## src/rtl/fpba_pkg.sv

```systemverilog
// Package for the fit-policy block allocator: item structs, sequencer states,
// policy and register codes, parameter defaults. No dependencies.
package fpba_pkg;

	localparam int MAX_BLOCKS_DEF = 16;
	localparam int SIZE_WIDTH_DEF = 16;
	localparam int PADDR_W        = 3;
	localparam int PDATA_W        = 32;

	// placement policies
	localparam logic [1:0] POL_FIRST = 2'd0;
	localparam logic [1:0] POL_BEST  = 2'd1;
	localparam logic [1:0] POL_WORST = 2'd2;
	localparam logic [1:0] POL_NEXT  = 2'd3;

	// item kinds
	localparam logic MODE_LOAD    = 1'b0;
	localparam logic MODE_REQUEST = 1'b1;

	// register indexes (paddr[2])
	localparam logic REG_POLICY      = 1'b0;
	localparam logic REG_BLOCK_COUNT = 1'b1;

	localparam logic [4:0] BLOCK_COUNT_RST = 5'd16;

	typedef struct packed {
		logic        mode;
		logic [3:0]  block_index;
		logic [15:0] amount;
		logic        end_of_batch;
	} fpba_req_t;

	typedef struct packed {
		logic        granted;
		logic [3:0]  alloc_block;
		logic [15:0] remaining_after;
	} fpba_rsp_t;

	typedef enum logic [1:0] {
		ST_IDLE,
		ST_SCAN,
		ST_WRITE,
		ST_OUT
	} fpba_state_t;

endpackage

```

## src/rtl/fit_policy_block_allocator_top.sv

```systemverilog
// Fit-policy block allocator top level: free-size table, scan sequencer, APB
// register port. Depends on fpba_pkg.

// A load item writes one block's free size; its result is valid in the next
// cycle. A request item scans the blocks in use one entry per cycle through
// the table's single read port and one shared fit comparator, then writes the
// reduced size back to the chosen block if one fits. Before the next item can
// be accepted, a request passes through its table reads, the last compare,
// the write-back, the result and the return to idle. Only one item is in
// flight; the input is ready again once its result has been taken. The user
// must set policy and block count through the APB port only while the block
// is idle; the block itself does not enforce this.
module fit_policy_block_allocator_top #(
	parameter int MAX_BLOCKS = fpba_pkg::MAX_BLOCKS_DEF,
	parameter int SIZE_WIDTH = fpba_pkg::SIZE_WIDTH_DEF
) (
	input  logic                         clk,
	input  logic                         arst_n,
	input  logic                         req_valid,
	output logic                         req_ready,
	input  fpba_pkg::fpba_req_t          req_item,
	output logic                         rsp_valid,
	input  logic                         rsp_ready,
	output fpba_pkg::fpba_rsp_t          rsp_item,
	input  logic                         psel,
	input  logic                         penable,
	input  logic                         pwrite,
	input  logic [fpba_pkg::PADDR_W-1:0] paddr,
	input  logic [fpba_pkg::PDATA_W-1:0] pwdata,
	output logic [fpba_pkg::PDATA_W-1:0] prdata,
	output logic                         pready
);
	import fpba_pkg::*;

	localparam int IW = $clog2(MAX_BLOCKS);
	localparam int NW = $clog2(MAX_BLOCKS + 1);

	fpba_state_t state_q, state_d;

	logic [1:0]            policy_q;
	logic [4:0]            bc_q;
	logic [IW-1:0]         rover_q;
	logic [SIZE_WIDTH-1:0] mem [MAX_BLOCKS];

	logic [SIZE_WIDTH-1:0] req_q;
	logic                  eob_q;
	logic [IW-1:0]         addr_q;
	logic [NW-1:0]         iss_q;
	logic                  rd_vld_q;
	logic [SIZE_WIDTH-1:0] rd_q;
	logic [IW-1:0]         rd_idx_q;
	logic                  found_q;
	logic [IW-1:0]         pick_q;
	logic [SIZE_WIDTH-1:0] pick_val_q;
	fpba_rsp_t             rsp_q;

	logic                  req_acc;
	logic                  rsp_acc;
	logic                  cfg_wr;
	logic                  scan_issue;
	logic                  scan_done;
	logic [NW-1:0]         n_c;
	logic [IW-1:0]         start_c;
	logic [IW-1:0]         addr_next_c;
	logic [SIZE_WIDTH-1:0] amount_c;
	logic                  load_ok_c;
	logic                  fits_c;
	logic                  take_c;
	logic [SIZE_WIDTH-1:0] remain_c;
	logic                  mem_we;
	logic [IW-1:0]         mem_waddr;
	logic [SIZE_WIDTH-1:0] mem_wdata;

	assign req_acc  = req_valid && req_ready;
	assign rsp_acc  = rsp_valid && rsp_ready;
	assign cfg_wr   = psel && penable && pwrite && pready;
	assign rsp_item = rsp_q;
	assign pready   = 1'b1;

	// APB registers
	always_ff @(posedge clk or negedge arst_n) begin
		if (!arst_n) begin
			policy_q <= POL_FIRST;
			bc_q     <= BLOCK_COUNT_RST;
		end else if (cfg_wr) begin
			unique case (paddr[2])
				REG_POLICY:      policy_q <= pwdata[1:0];
				REG_BLOCK_COUNT: bc_q     <= pwdata[4:0];
				default:         ;
			endcase
		end
	end

	always_comb begin
		unique case (paddr[2])
			REG_POLICY:      prdata = {{(PDATA_W-2){1'b0}}, policy_q};
			REG_BLOCK_COUNT: prdata = {{(PDATA_W-5){1'b0}}, bc_q};
			default:         prdata = '0;
		endcase
	end

	// blocks in use, clamped to 1..MAX_BLOCKS
	always_comb begin
		if (bc_q == 5'd0)
			n_c = NW'(1);
		else if (32'(bc_q) > MAX_BLOCKS)
			n_c = NW'(MAX_BLOCKS);
		else
			n_c = NW'(bc_q);
	end

	always_comb begin
		if (policy_q == POL_NEXT && 32'(rover_q) < 32'(n_c))
			start_c = rover_q;
		else
			start_c = '0;
	end

	assign addr_next_c = (32'(addr_q) + 32'd1 == 32'(n_c)) ? '0 : addr_q + IW'(1);
	assign amount_c    = SIZE_WIDTH'(req_item.amount);
	assign load_ok_c   = 32'(req_item.block_index) < MAX_BLOCKS;

	// shared fit comparator and pick update
	assign fits_c = rd_q >= req_q;
	always_comb begin
		take_c = 1'b0;
		if (rd_vld_q && fits_c) begin
			priority if (!found_q)
				take_c = 1'b1;
			else if (policy_q == POL_BEST)
				take_c = rd_q < pick_val_q;
			else if (policy_q == POL_WORST)
				take_c = rd_q > pick_val_q;
			else
				take_c = 1'b0;
		end
	end

	assign remain_c = pick_val_q - req_q;

	// sequencer
	always_comb begin
		state_d = state_q;
		unique case (state_q)
			ST_IDLE: begin
				if (req_acc)
					state_d = (req_item.mode == MODE_REQUEST) ? ST_SCAN : ST_OUT;
			end
			ST_SCAN: begin
				if (scan_done)
					state_d = ST_WRITE;
			end
			ST_WRITE: state_d = ST_OUT;
			ST_OUT: begin
				if (rsp_acc)
					state_d = ST_IDLE;
			end
			default: state_d = ST_IDLE;
		endcase
	end

	always_comb begin
		req_ready  = state_q == ST_IDLE;
		rsp_valid  = state_q == ST_OUT;
		scan_issue = state_q == ST_SCAN && iss_q < n_c;
		scan_done  = state_q == ST_SCAN && iss_q == n_c && rd_vld_q;
	end

	always_ff @(posedge clk or negedge arst_n) begin
		if (!arst_n) begin
			state_q  <= ST_IDLE;
			rover_q  <= '0;
			iss_q    <= '0;
			rd_vld_q <= 1'b0;
			found_q  <= 1'b0;
		end else begin
			state_q <= state_d;
			if (req_acc) begin
				iss_q   <= '0;
				found_q <= 1'b0;
			end else if (scan_issue) begin
				iss_q <= iss_q + NW'(1);
			end
			if (take_c)
				found_q <= 1'b1;
			rd_vld_q <= scan_issue;
			if (state_q == ST_WRITE) begin
				if (eob_q)
					rover_q <= '0;
				else if (found_q && policy_q == POL_NEXT)
					rover_q <= pick_q;
			end
		end
	end

	// datapath registers
	always_ff @(posedge clk) begin
		if (req_acc) begin
			req_q  <= amount_c;
			eob_q  <= req_item.end_of_batch;
			addr_q <= start_c;
		end else if (scan_issue) begin
			addr_q <= addr_next_c;
		end
		if (scan_issue) begin
			rd_q     <= mem[addr_q];
			rd_idx_q <= addr_q;
		end
		if (take_c) begin
			pick_q     <= rd_idx_q;
			pick_val_q <= rd_q;
		end
		if (req_acc && req_item.mode == MODE_LOAD) begin
			rsp_q.granted         <= 1'b0;
			rsp_q.alloc_block     <= req_item.block_index;
			rsp_q.remaining_after <= load_ok_c ? 16'(amount_c) : 16'd0;
		end else if (state_q == ST_WRITE) begin
			rsp_q.granted         <= found_q;
			rsp_q.alloc_block     <= found_q ? 4'(pick_q) : 4'd0;
			rsp_q.remaining_after <= found_q ? 16'(remain_c) : 16'd0;
		end
	end

	// free-size table: one write port, loads and grants share it
	always_comb begin
		if (state_q == ST_WRITE) begin
			mem_we    = found_q;
			mem_waddr = pick_q;
			mem_wdata = remain_c;
		end else begin
			mem_we    = req_acc && req_item.mode == MODE_LOAD && load_ok_c;
			mem_waddr = IW'(req_item.block_index);
			mem_wdata = amount_c;
		end
	end

	always_ff @(posedge clk) begin
		if (mem_we)
			mem[mem_waddr] <= mem_wdata;
	end

`ifndef SYNTHESIS
	a_busy_after_accept: assert property (@(posedge clk) disable iff (!arst_n)
		req_acc |=> !req_ready)
		else $error("input taken again straight after an item");

	a_pick_fits: assert property (@(posedge clk) disable iff (!arst_n)
		(state_q == ST_WRITE && found_q) |-> pick_val_q >= req_q)
		else $error("granted block does not fit the request");

	a_scan_bound: assert property (@(posedge clk) disable iff (!arst_n)
		state_q == ST_SCAN |-> iss_q <= n_c)
		else $error("scan ran past the blocks in use");
`endif

endmodule

```

## config.mk

```make
export PLATFORM = sky130hd
export DESIGN_NAME = fit_policy_block_allocator_top
export DESIGN_NICKNAME = d
export VERILOG_FILES = /design/src/rtl/fpba_pkg.sv /design/src/rtl/fit_policy_block_allocator_top.sv
export SDC_FILE = /design/constraint.sdc
export NUM_CORES = 1
export LEC_CHECK = 0
export BUFFER_PORTS_ARGS = -buffer_cell sky130_fd_sc_hd__buf_2
export CORE_ASPECT_RATIO = 0.9
export CORE_MARGIN = 5
export CORE_UTILIZATION = 35
export DETAILED_ROUTE_END_ITERATION = 7
export SYNTH_ARGS = -nofsm -noshare
export SYNTH_HDL_FRONTEND = slang
export SYNTH_SLANG_ARGS = --single-unit
export TNS_END_PERCENT = 100
```

## constraint.sdc

```tcl
create_clock -name clk -period 2.6 [get_ports clk]
set_input_delay 0.26 -clock clk [delete_from_list [all_inputs] [get_ports clk]]
set_output_delay 0.26 -clock clk [all_outputs]
set_load 0.05 [all_outputs]
```

==> impl_metrics.toml, run 1 <==
[outcome]
status = "finished with violations"
violations = "setup timing"

[floorplanning]
start_util_pct = 35.5
row_count = 73
die_x_microns = 233
io_pins = 120
coreArea_sq_um = 44300
die_y_microns = 211
die_area_sq_um = 49300

[setup_path]
critPathCaptureType = "register"
crit_fanout = 8
arrival_ps = 2880
crit_type = "reg2reg"
cp_data_required_time_ps = 2880
startpoint_type = "register"

[final_layout]
multi_input_comb_area_sq_um = 5050
design_area_sq_um = 19600
areaGrowthSynthToFinish_pct = 24.8
final_cells = 1754
fillers = 3834
diodes = 0
drive_above_1_share_pct = 33.6
register_area_sq_um = 10600
fin_util_pct = 44.3
num-nets-final = 1252

[synthesis]
synth_seq_area_share_pct = 67.7
syn_area_sq_um = 15700
yosysWarnings = 0
synth_cell_types = 63
synth_area_leaders = "edfxtp_1 (64%), mux4_2 (11%), ha_1 (4.9%)"
synth-edff-count = 337
synth_ff_type = "edfxtp_1"
synth-seq-cells = 358
syn_inst = 915
avgSynthCellArea_sq_um = 17.2
post-synth-top-count-cell = "edfxtp_1"
async_reset_ff_share_pct = 5.59
synth_area_leader_cell = "edfxtp_1"
synth.top_cells.by_count = "edfxtp_1 (337), mux4_2 (80), ha_1 (61), inv_1 (50), nand2_1 (44)"
synth_top_area_share_pct = 64.3

[global_routing]
antenna_found_initial = 0
grt_pass1_wl_mm = 56.9
overflow = 0
met3_usage_pct = 2.65
grt_max_degree = 38
met2_usage_pct = 25.5
grt_util_met1_pct = 21.4
grt_pass1_vias = 9051
busiest_layer = "met2"
grt_usage_pct = 15.4

[route]
drtPass1Iterations = 5
postRouteAntennaNets = 0
vias = 8903
vias_per_cell = 5.08
drc = 0
drt_iter0_drc = 880
wirelength_mm = 38.9
routedWlPerCell_microns = 22.2

[placement]
numPortBuffers = 62
placed_cells = 1643
place_congestion = 0.824
dp_hpwl_mm = 23.8
placed_area_sq_um = 17700

[clock_network]
cts.clk_slew.worst_paths_ps = 60
h-tree-depth = 2
tritoncts = "yes"
clock-sinks = 358
cts-root-buf = "clkbuf_16"
clockBufferDepth = 3
insertion_delay_ps = 550
cts_buffers = 40

[power_and_ir_drop]
total_power_uw = 22200
peakVddDrop_uv = 441
p_leak_uw = 0.00707
power_density_nw_per_um2 = 1130

[timing]
setup_viol = 3
min_period_over_period_pct = 100
max_slew.worst_pin.slew_ps = 865
rsz0062_at_grt = "yes"
drv_slew = 0
clock.fmax_ghz = 0.384
period_minus_slack_ps = 2600
clock_skew_ps = 18.9
postLayoutSetupSlackWorst_ps = -0.805
finalHoldViolations = 0
relSlewSlack_pct = 42.1

[hold_path]
hp-class = "in2reg"

[run]
drv_cap = 0
[per-stage QoR]
step	hold slack, ps	worst slack (ps)	TNS, ps
after CTS	52.5	-13.4	-13.4
after detailed placement	260	-387	-29950
after global routing	76.0	-84.0	-3780
after global placement	251	-377	-30310
after floorplan	-35.6	38.5	0
final	74.5	-0.805	-1.02
[area by class of cell]
cell class / count / area share, %
sequential: 358 / 54.2
multi-input combinational: 478 / 25.7
timing repair buffer: 196 / 8.87
clock buffer: 54 / 5.42
tap: 600 / 3.82
inverter: 52 / 0.994
clock inverter: 16 / 0.943
[worst max-delay path, cell delays in order, from the launching register on]
cell      delay (ps)
edfxtp_1         390
buf_4            160
ha_4             230
a21o_1           220
a21oi_4          190
buf_6            130
a21oi_4           60
o31ai_4          260
xor2_1           270
a21oi_2          120
buf_4            160
buf_6            130
[kinds of logic (layout without fill, tap and decap cells)]
family                   count (synthesis)  after routing  synth area share, %
AO/OA/AOI/OAI                          127            127                 5.52
XOR/XNOR                                22             22                 1.27
adder cells (fa/ha/maj)                 62             62                 4.98
buffers and inverters                  109            318                 3.56
flip-flops                             358            358                 67.7
multiplexers                           103            106                 13.1
other                                    2             28               0.0477
AND/OR/NAND/NOR                        132            133                 3.90
[sequential cells by signal, indices dropped and copies added (netlist names), 5 cells and up]
signal,count
pick_val_q,16
bc_q,5
rsp_item,21
iss_q,5
rd_q,16
mem,256
req_q,16
[path summary, 6_finish.rpt]
| check | end | cells past startpoint | start | slack, ps |
|---|---|---|---|---|
| max | mem[12][13]$_DFFE_PP_ | 11 | pick_val_q[3]$_DFFE_PP_ | -0.8 |
| min | rsp_item[17]$_DFFE_PP_ | 3 | req_item[18] | 70 |
| max reg2reg | mem[12][13]$_DFFE_PP_ | 11 | pick_val_q[3]$_DFFE_PP_ | -0.8 |
| min reg2reg | pick_q[0]$_DFFE_PP_ | 0 | rd_idx_q[0]$_DFFE_PP_ | 420 |
| max in group asynchronous | bc_q[4]$_DFFE_PN1P_ | 2 | arst_n | 2030 |
| min in group asynchronous | state_q[1]$_DFFE_PN0P_ | 2 | arst_n | 220 |
[timing repair]
action,4_1_cts,5_1_grt
hold endpoints to repair,43,0
gates cloned,3,3
buffers inserted,1,11
endpoints found under the setup margin,167,169
pin swaps,3,11
hold buffers,23,0
gates resized for setup,22,52
[cells in the final DEF (no fill, tap or decap), types with 23 or more instances in the layout]
master           n
buf_2           62
mux4_2          80
conb_1          28
edfxtp_1       337
dlygate4sd3_1   23
a21oi_1         23
nand2_1         44
ha_1            56
inv_1           48
clkbuf_16       40
buf_12          27
buf_4           76
[per-layer routing]
metal,vias up,share of wire (%)
li1,4005,-
met1,4592,44
met3,51,5.9
met5,-,0
met4,0,1.6
met2,255,48
[report_power, final]
part | switching, uW | internal (uW)
Clock | 2270 | 3110
Sequential | 417 | 7760
Combinational | 4930 | 3680
(Power assumes the default switching activity.)
==> inputs of run 2 (changes only) <==
Settings changed: CORE_ASPECT_RATIO 0.9 to 1.4.
==> run 2 against run 1 <==
Effect of this change: the flow still finishes with violations (setup timing); total power fell by 3.5%; wire length fell by 2.9%; critical path depth unchanged; sequential power about the same; largest cell class unchanged.
==> impl_metrics.toml, run 2 (synthesis results as in run 1) <==
[clock_network]
clockBufferDepth = 3
cts_buffers = 34
h-tree-depth = 2
clock-sinks = 358
insertion_delay_ps = 520
tritoncts = "yes"
cts.clk_slew.worst_paths_ps = 60
cts-root-buf = "clkbuf_16"

[floorplanning]
row_count = 92
coreArea_sq_um = 44800
start_util_pct = 35.1
die_area_sq_um = 49300
die_x_microns = 189
io_pins = 120
die_y_microns = 261

[global_routing]
antenna_found_initial = 0
grt_usage_pct = 15.2
overflow = 0
grt_max_degree = 66
grt_pass1_wl_mm = 56.5
grt_pass1_vias = 9285

[hold_path]
hp-class = "in2reg"

[final_layout]
drive_above_1_share_pct = 33.5
fin_util_pct = 43.2
multi_input_comb_area_sq_um = 5130
num-nets-final = 1241
layout_commonest_cell = "edfxtp_1"
areaGrowthSynthToFinish_pct = 23.0
final_cell_mix = "edfxtp_1 (337), mux4_2 (80), buf_4 (76), buf_2 (62), ha_1 (55)"
register_area_sq_um = 10600
final_cells = 1704
diodes = 0
design_area_sq_um = 19300
fillers = 3895
largest_register_ffs = 256
regMostFlops = "mem"

[placement]
placed_cells = 1609
dp_hpwl_mm = 24.3
place_congestion = 0.834
placed_area_sq_um = 17600
numPortBuffers = 62
place_ws_ps = -534

[timing]
finalHoldViolations = 0
postLayoutSetupSlackWorst_ps = -12.7
setup_viol = 8
max_slew.worst_pin.slew_ps = 1230
relSlewSlack_pct = 17.6
clock_skew_ps = 18.7
clock.fmax_ghz = 0.383
period_minus_slack_ps = 2610
drv_slew = 0
rsz0062_at_grt = "yes"
min_period_over_period_pct = 100

[route]
vias = 8860
drc = 0
drt_iter0_drc = 514
drtPass1Iterations = 4
vias_per_cell = 5.20
wirelength_mm = 37.8
m1WireLength_mm = 14.5
routedWlPerCell_microns = 22.2
postRouteAntennaNets = 0
top_layer = "met4"
wl_met2_mm = 20.4
wl_met3_mm = 1.52

[setup_path]
critPathMaxStageDelay_ps = 400
worstPathCellList = "inv_2, ha_4, inv_2, fa_2, a211oi_2, buf_4, o21ai_4, a21o_1, a21oi_2, xnor2_2, mux2_4"
arrival_ps = 2870
critPathCaptureType = "register"
cpMostUsedCell = "inv_2"
crit_buf_inv = 3
cp_data_required_time_ps = 2860
critPathSlowestCell = "edfxtp_1"
crit_type = "reg2reg"
cp_top_family = "compound AO/OA/AOI/OAI gates"
ff2ff_setup_slack_ps = -10
crit_fanout = 8
startpoint_type = "register"

[power_and_ir_drop]
p_leak_uw = 0.00694
peakVddDrop_uv = 566
total_power_uw = 21400
power_density_nw_per_um2 = 1110

[outcome]
violations = "setup timing"
status = "finished with violations"

[run]
drv_cap = 0
-- run 2: metrics by stage --
| step | TNS [ps] | hold WS (ps) |
|---|---|---|
| global route | -2960 | 8.39 |
| detailed placement | -33740 | 247 |
| CTS | -2470 | 11.0 |
| global placement | -28510 | 248 |
| finish | -73.0 | 33.9 |
| floorplan | 0 | -35.6 |
-- run 2: worst paths after layout --
| check | startpoint | end | cells past startpoint |
|---|---|---|---|
| worst max-delay path | pick_val_q[0]$_DFFE_PP_ | mem[2][8]$_DFFE_PP_ | 11 |
| min in group asynchronous | arst_n | policy_q[1]$_DFFE_PN0P_ | 2 |
| max in group asynchronous | arst_n | bc_q[4]$_DFFE_PN1P_ | 2 |
| worst min-delay path | req_item[9] | req_q[8]$_DFFE_PP_ | 1 |
| worst min register to register | rd_idx_q[1]$_DFFE_PP_ | pick_q[1]$_DFFE_PP_ | 0 |
| worst max register to register | pick_val_q[0]$_DFFE_PP_ | mem[2][8]$_DFFE_PP_ | 11 |
-- run 2: final cells by class --
class	count	area share (%)
inverters	52	1.01
clock buffers	44	4.59
flip-flops and latches	358	55.0
repair buffers	189	8.42
clock inverters	17	0.809
well taps	564	3.65
multi-input cells	480	26.5
-- run 2: repair_timing --
item / 4_1_cts / 5_1_grt
hold buffers: 22 / 0
setup buffers: 2 / 3
hold endpoints to repair: 42 / 0
cloned: 4 / 3
setup endpoints to repair: 175 / 290
gates resized for setup: 36 / 44
pin swaps: 8 / 20
-- run 2: where the power goes --
group          internal (uW)  switching (uW)  total [uW]
Clock                   2640            2070        4710
Sequential              7760             420        8180
Combinational           3680            4810        8490
-- run 2: routing by layer --
layer  GRT usage (%)  vias up
met3            1.79       76
met4            5.39        0
met1            17.3     4575
li1                -     3978
met2            29.2      231
met5               0        -
